### src/ppmd_pkg.sv
// Package for the PPM frame decoder: sizes, reset values, codes and the
// command word passed from the front end to the execution back end.
// Depends on nothing; every other file imports it.
`default_nettype none
package ppmd_pkg;

  localparam int NUM_CHANNELS = 8;
  localparam int SLOT_W       = $clog2(NUM_CHANNELS + 1);
  localparam int CH_IDX_W     = (NUM_CHANNELS > 1) ? $clog2(NUM_CHANNELS) : 1;

  localparam int KIND_W  = 2;
  localparam int TIME_W  = 32;
  localparam int SEL_W   = 8;
  localparam int VALUE_W = 16;
  localparam int CFG_IDX_W  = 2;
  localparam int CFG_DATA_W = 16;

  localparam int Q_DEPTH  = 2;
  localparam int QPTR_W   = (Q_DEPTH > 1) ? $clog2(Q_DEPTH) : 1;
  localparam int QCOUNT_W = $clog2(Q_DEPTH + 1);

  localparam logic [KIND_W-1:0] KIND_CAPTURE = 2'd0;
  localparam logic [KIND_W-1:0] KIND_READ    = 2'd1;
  localparam logic [KIND_W-1:0] KIND_POLL    = 2'd2;
  localparam logic [KIND_W-1:0] KIND_UNUSED  = 2'd3;

  localparam logic [CFG_IDX_W-1:0] REG_SYNC_THRESHOLD = 2'd0;
  localparam logic [CFG_IDX_W-1:0] REG_MIN_WIDTH      = 2'd1;
  localparam logic [CFG_IDX_W-1:0] REG_MAX_WIDTH      = 2'd2;

  localparam logic [CFG_DATA_W-1:0] SYNC_THRESHOLD_RESET = 16'd3000;
  localparam logic [CFG_DATA_W-1:0] MIN_WIDTH_RESET      = 16'd800;
  localparam logic [CFG_DATA_W-1:0] MAX_WIDTH_RESET      = 16'd2200;
  localparam logic [VALUE_W-1:0]    DEFAULT_CHANNEL_VALUE = 16'd1500;

  typedef enum logic [1:0] {
    OP_CAPTURE,
    OP_READ,
    OP_POLL,
    OP_NONE
  } op_t;

  typedef struct packed {
    op_t                 op;
    logic [TIME_W-1:0]   capture_time;
    logic                sel_in_range;
    logic [CH_IDX_W-1:0] sel_idx;
  } cmd_t;

  typedef struct packed {
    logic full;
    logic empty;
  } qstat_t;

endpackage
`default_nettype wire

### src/ppmd_queue.sv
// Short command queue between the front end and the back end, so that
// either side can stall alone. Uses ppmd_pkg.
`default_nettype none
module ppmd_queue import ppmd_pkg::*; (
  input  logic   clk,
  input  logic   rst,
  input  logic   push,
  input  cmd_t   push_cmd,
  input  logic   pop,
  output cmd_t   head,
  output qstat_t qstat
);

  cmd_t                mem [Q_DEPTH];
  logic [QPTR_W-1:0]   wr_ptr;
  logic [QPTR_W-1:0]   rd_ptr;
  logic [QCOUNT_W-1:0] count;

  logic do_push;
  logic do_pop;

  assign qstat.full  = count == QCOUNT_W'(Q_DEPTH);
  assign qstat.empty = count == '0;
  assign do_push     = push && !qstat.full;
  assign do_pop      = pop && !qstat.empty;
  assign head        = mem[rd_ptr];

  always_ff @(posedge clk) begin
    if (do_push) begin
      mem[wr_ptr] <= push_cmd;
    end
  end

  always_ff @(posedge clk) begin
    if (rst) begin
      wr_ptr <= '0;
      rd_ptr <= '0;
      count  <= '0;
    end else begin
      if (do_push) begin
        wr_ptr <= (wr_ptr == QPTR_W'(Q_DEPTH - 1)) ? '0 : wr_ptr + QPTR_W'(1);
      end
      if (do_pop) begin
        rd_ptr <= (rd_ptr == QPTR_W'(Q_DEPTH - 1)) ? '0 : rd_ptr + QPTR_W'(1);
      end
      if (do_push && !do_pop) begin
        count <= count + QCOUNT_W'(1);
      end else if (do_pop && !do_push) begin
        count <= count - QCOUNT_W'(1);
      end
    end
  end

endmodule
`default_nettype wire

### config.mk
export PLATFORM = sky130hd
export DESIGN_NAME = ppmd_queue
export DESIGN_NICKNAME = d
export VERILOG_FILES = /design/src/ppmd_pkg.sv /design/src/ppmd_queue.sv
export SDC_FILE = /design/constraint.sdc
export NUM_CORES = 1
export LEC_CHECK = 0
export BUFFER_PORTS_ARGS = -buffer_cell sky130_fd_sc_hd__buf_2
export CAP_MARGIN = 20
export CELL_PAD_IN_SITES_DETAIL_PLACEMENT = 0
export CELL_PAD_IN_SITES_GLOBAL_PLACEMENT = 1
export CORE_ASPECT_RATIO = 1.25
export CORE_UTILIZATION = 46
export DETAILED_ROUTE_END_ITERATION = 7
export GPL_ROUTABILITY_DRIVEN = 0
export PLACE_DENSITY_LB_ADDON = 0.1
export SYNTH_ARGS = -nofsm -noshare
export SYNTH_HDL_FRONTEND = slang
export SYNTH_SLANG_ARGS = --single-unit
### constraint.sdc
create_clock -name clk -period 5.18 [get_ports clk]
set_input_delay 0.518 -clock clk [delete_from_list [all_inputs] [get_ports clk]]
set_output_delay 0.518 -clock clk [all_outputs]
set_load 0.05 [all_outputs]
# Yosys cells after proc, flatten, opt, wreduce, memory -nomap -nowiden
# Memory sizes are Yosys's and may differ from the RTL's. A register that Yosys moved wholly into a read port is not among the register bits.
# Cells that the tools add are included.
[op_classes] n_addsub=4 mul=0 div=0 order_cmp=0 eq_ne=1 n_shift=0 n_mux=8 bitwise_logic=0 reduce_logical=10
[op_table] operator="1-bit 2-to-1 mux" n=6
[op_table] operator="1-bit logical AND" n=4
[op_table] operator="1-bit logical NOT" n=4
[op_table] operator="2-bit 2-to-1 mux" n=2
[op_table] operator="1-bit adder (second input constant)" n=2
[op_table] operator="2-bit by 1-bit adder with 2-bit output (second input constant)" n=1
[op_table] operator="2-bit equality test (second input constant)" n=1
[op_table] operator="2-bit logical NOT" n=1
[op_table] operator="2-bit nonzero test" n=1
[op_table] operator="2-bit by 1-bit subtractor with 2-bit output (second input constant)" n=1
[totals] regBits=4 latch_bits=0 ram_bits=76 romBits=0 input_bits=42 output_inout_bits=40 elab_cells=27 mem_count=1
[mem_list] name="mem" words=2 width=38 read_ports=1 rd_clocked_by_memory_dff=1 wr=1 line_no="ppmd_queue.sv:14" rtl="cmd_t mem [Q_DEPTH];"

# Longest topological paths before layout
[logic_depth] depth_word=7 mapped_depth=6

# Worst setup path after synthesis
# OpenSTA, ideal clock, no wires.
[synth_timing] path_kind="register to register" from="reg count[1]" to="mem mem[0][0] in the netlist's numbering (enable)" setup_time_ns=0.393 arrival_time_ns=1.679 setup_slack_ns=3.108 stages_incl_launch_ff=4 path_buffers=0 path_cell_list="dfxtp_1 > nor2b_2 > or3_1 > inv_1"
[synth_lines] element="start: declaration" line_no="ppmd_queue.sv:17" rtl="logic [QCOUNT_W-1:0] count;"
[synth_lines] element="start signal: assignment" line_no="ppmd_queue.sv:47" rtl="count <= count + QCOUNT_W'(1);"
[synth_lines] element="start signal: assignment" line_no="ppmd_queue.sv:49" rtl="count <= count - QCOUNT_W'(1);"
[synth_lines] element="end: declaration" line_no="ppmd_queue.sv:14"

==> qor.csv <==
stage;metric;value;unit
grt;number of global-route vias before repair;1594;
placed_design;Worst Setup Slack post-DPL;3.07;ns
logic_synthesis;Seq/Total Area, Yosys;80.6;%
clock_network;cts hold-fix bufs;0;
sta;post-route worst setup slack;2.77;ns
detailed_routing;antenna-violating nets left;0;
power;leak pwr;1.38;nW
sta;RSZ-0062 raised after global routing;no;
placed_design;Port Buf Inserts;81;
placed_design;DP Area;3450;µm²
final_layout;post-route cell area;3660;µm²
grt;gr usage total;15.1;%
setup_path;Worst Path Arrival;1.90;ns
sta;max-slew headroom at the worst pin;40.2;%
logic_synthesis;syn_nets;186;
final_layout;area grow syn2layout;23.8;%
clock_network;CTS root buf;clkbuf_8;
clock_network;clock sink total;81;
die;row cnt;32;
logic_synthesis;ys flop type;edfxtp_1;
setup_path;CP Launch Type;flop;
logic_synthesis;leading post-synthesis cells by cell area;edfxtp_1, mux2_2, dfxtp_1, xor2_1, buf_4;
grt;largest net degree at the start of global routing;39;
setup_path;cells on worst reg2reg path;3;
logic_synthesis;Yosys top cell by area;edfxtp_1;
logic_synthesis;register bit total from synthesis;81;
sta;Least-Margin Pin Slew;0.896;ns
clock_network;Num CTS Buffers;9;
logic_synthesis;post-synth top area share;77.2;%
clock_network;CTS tree;built;
logic_synthesis;Mean Syn Cell Area;20.7;µm²
sta;Tmin final;2.41;ns
clock_network;CTS HTree Levels;3;
run_status;status;finished, final reports clean;
die;Placeable Area;6210;µm²
logic_synthesis;Synth Warn #;0;
placed_design;dpl hpwl;3200;µm
final_layout;Filler Cell Count;472;
sta;worst clock skew;0.00466;ns
job;max cap viols;0;
sta;Final TNS setup;0;ns
logic_synthesis;top post-synthesis cells by count;edfxtp_1, mux2_2, dfxtp_1, nor2_1;
final_layout;diode count;0;
die;initial core utilization;47.6;%
final_layout;final net count;275;
setup_path;worst setup path category;reg2out;
worst_hold_path;worst hold stages;1;
detailed_routing;overall via count from detail_route;1547;
clock_network;Clock Tree Buf Depth;2;
sta;Max Clock Freq;0.414;GHz
sta;final period utilization;46.6;%
logic_synthesis;Synth cell types;14;
sta;Final Hold Violating Endpoints;0;
power;worst vdd ir;0.373;mV
logic_synthesis;Post-synth ARST share;0;%
logic_synthesis;EDFF count, synth;76;
final_layout;area of the multi-input gates;539;µm²
clock_network;Setup Buffers After CTS;0;
detailed_routing;DRT Pass-1 Iters;4;
worst_hold_path;Hold/Removal Path Class;in2reg;
logic_synthesis;dominant cell by count in the synthesized netlist;edfxtp_1;
setup_path;CP required;4.66;ns
die;# IOs;82;
detailed_routing;final wirelength;4930;µm
die;die span in x;73.7;µm
setup_path;CP max FO;38;
detailed_routing;drt initial violations;76;
die;chip height;91.6;µm
sta;Hold Slack;0.364;ns
final_layout;share of layout cells above drive strength 1;57.8;%
sta;Max Slew Vio Count;0;
grt;first-pass GRT wire length;7230;µm
logic_synthesis;cells after synthesis;143;
setup_path;endpoint type of the worst setup path;output port;
final_layout;FF/Latch Area;2380;µm²
grt;initial antenna violation count;0;
detailed_routing;detailed-route DRC error count;0;
detailed_routing;WL/cell;15.3;µm
die;Die ar.;6750;µm²
logic_synthesis;synthesized area;2960;µm²
grt;gr ovfl total;0;
clock_network;CTS resizes;0;
power;Pwr per Cell Area;571;nW/µm²
sta;# setup viols final;0;
clock_network;CTS clk-pin slew, worst paths;0.08;ns
detailed_routing;Via-to-Cell Ratio;4.80;
clock_network;Clock Latency Late Sink;0.34;ns
==> registers in the layout, indices dropped and copies added, names as in the netlist, named ones only <==
| name | flops |
|---|---|
| rd_ptr | 1 |
| mem | 76 |
| count | 2 |
| wr_ptr | 1 |
==> power breakdown <==
group / internal, mW / switching [mW] / leakage (nW) / total, mW
Sequential: 0.825 / 0.0665 / 0.751 / 0.891
Combinational: 0.206 / 0.516 / 0.523 / 0.722
Clock: 0.266 / 0.209 / 0.104 / 0.475
==> final cells by class <==
| class | count | area share (%) |
|---|---|---|
| flip-flops and latches | 81 | 65.2 |
| multi-input cells | 56 | 14.7 |
| repair buffers | 82 | 11.3 |
| clock buffers | 9 | 3.39 |
| well taps | 85 | 2.91 |
| clock inverters | 7 | 2.33 |
| inverters | 2 | 0.205 |
==> cell families after synthesis <==
family,share of synthesized area [%]
flops,80.6
mux,14.5
simple gates,1.57
buf+inv,1.19
compound gates,0.847
xor+xnor,0.889
fa+ha+maj,0.423
==> through the flow <==
stage / power (mW) / cells / utilization, %
4_1_cts: 2.11 / 322 / 59.0
3_3_place_gp: 1.62 / 306 / 55.6
2_1_floorplan: 1.48 / 143 / -
6_report: 2.09 / 322 / 59.0
5_1_grt: 2.17 / 322 / 59.0
3_5_place_dp: 1.64 / 306 / 55.6
==> path summary, 6_finish.rpt <==
check / endpoint / slack (ns) / startpoint
setup / recovery: head[0] / 2.77 / flop
hold / removal: mem[1][3] / 0.36 / push_cmd[3]
setup reg to reg: mem[1][1] / 3.32 / count[0]
hold reg to reg: wr_ptr / 0.51 / wr_ptr
==> layer usage <==
metal	wire, µm	up-vias	global-route usage, %
met5	0	-	0
met4	53	0	9.62
met3	242	5	3.52
met2	2660	47	26.1
met1	1980	763	16.0
li1	-	732	-
==> critical path: stages (launching register included) <==
cell	delay (ns)
dfxtp_2	0.92
mux2_2	0.43
buf_2	0.21
==> cells in the final DEF (no fill, tap or decap), types with 2 or more instances in the layout <==
cell type / count
a21oi_1: 2
inv_1: 2
clkinv_2: 2
dfxtp_1: 4
xor2_1: 3
nor2_1: 5
mux2_2: 38
clkbuf_8: 9
edfxtp_1: 76
o21ai_0: 3
bufinv_16: 2
buf_2: 81
clkinv_1: 2
or3_1: 2
Note: power is estimated with default switching activity, not from simulation.
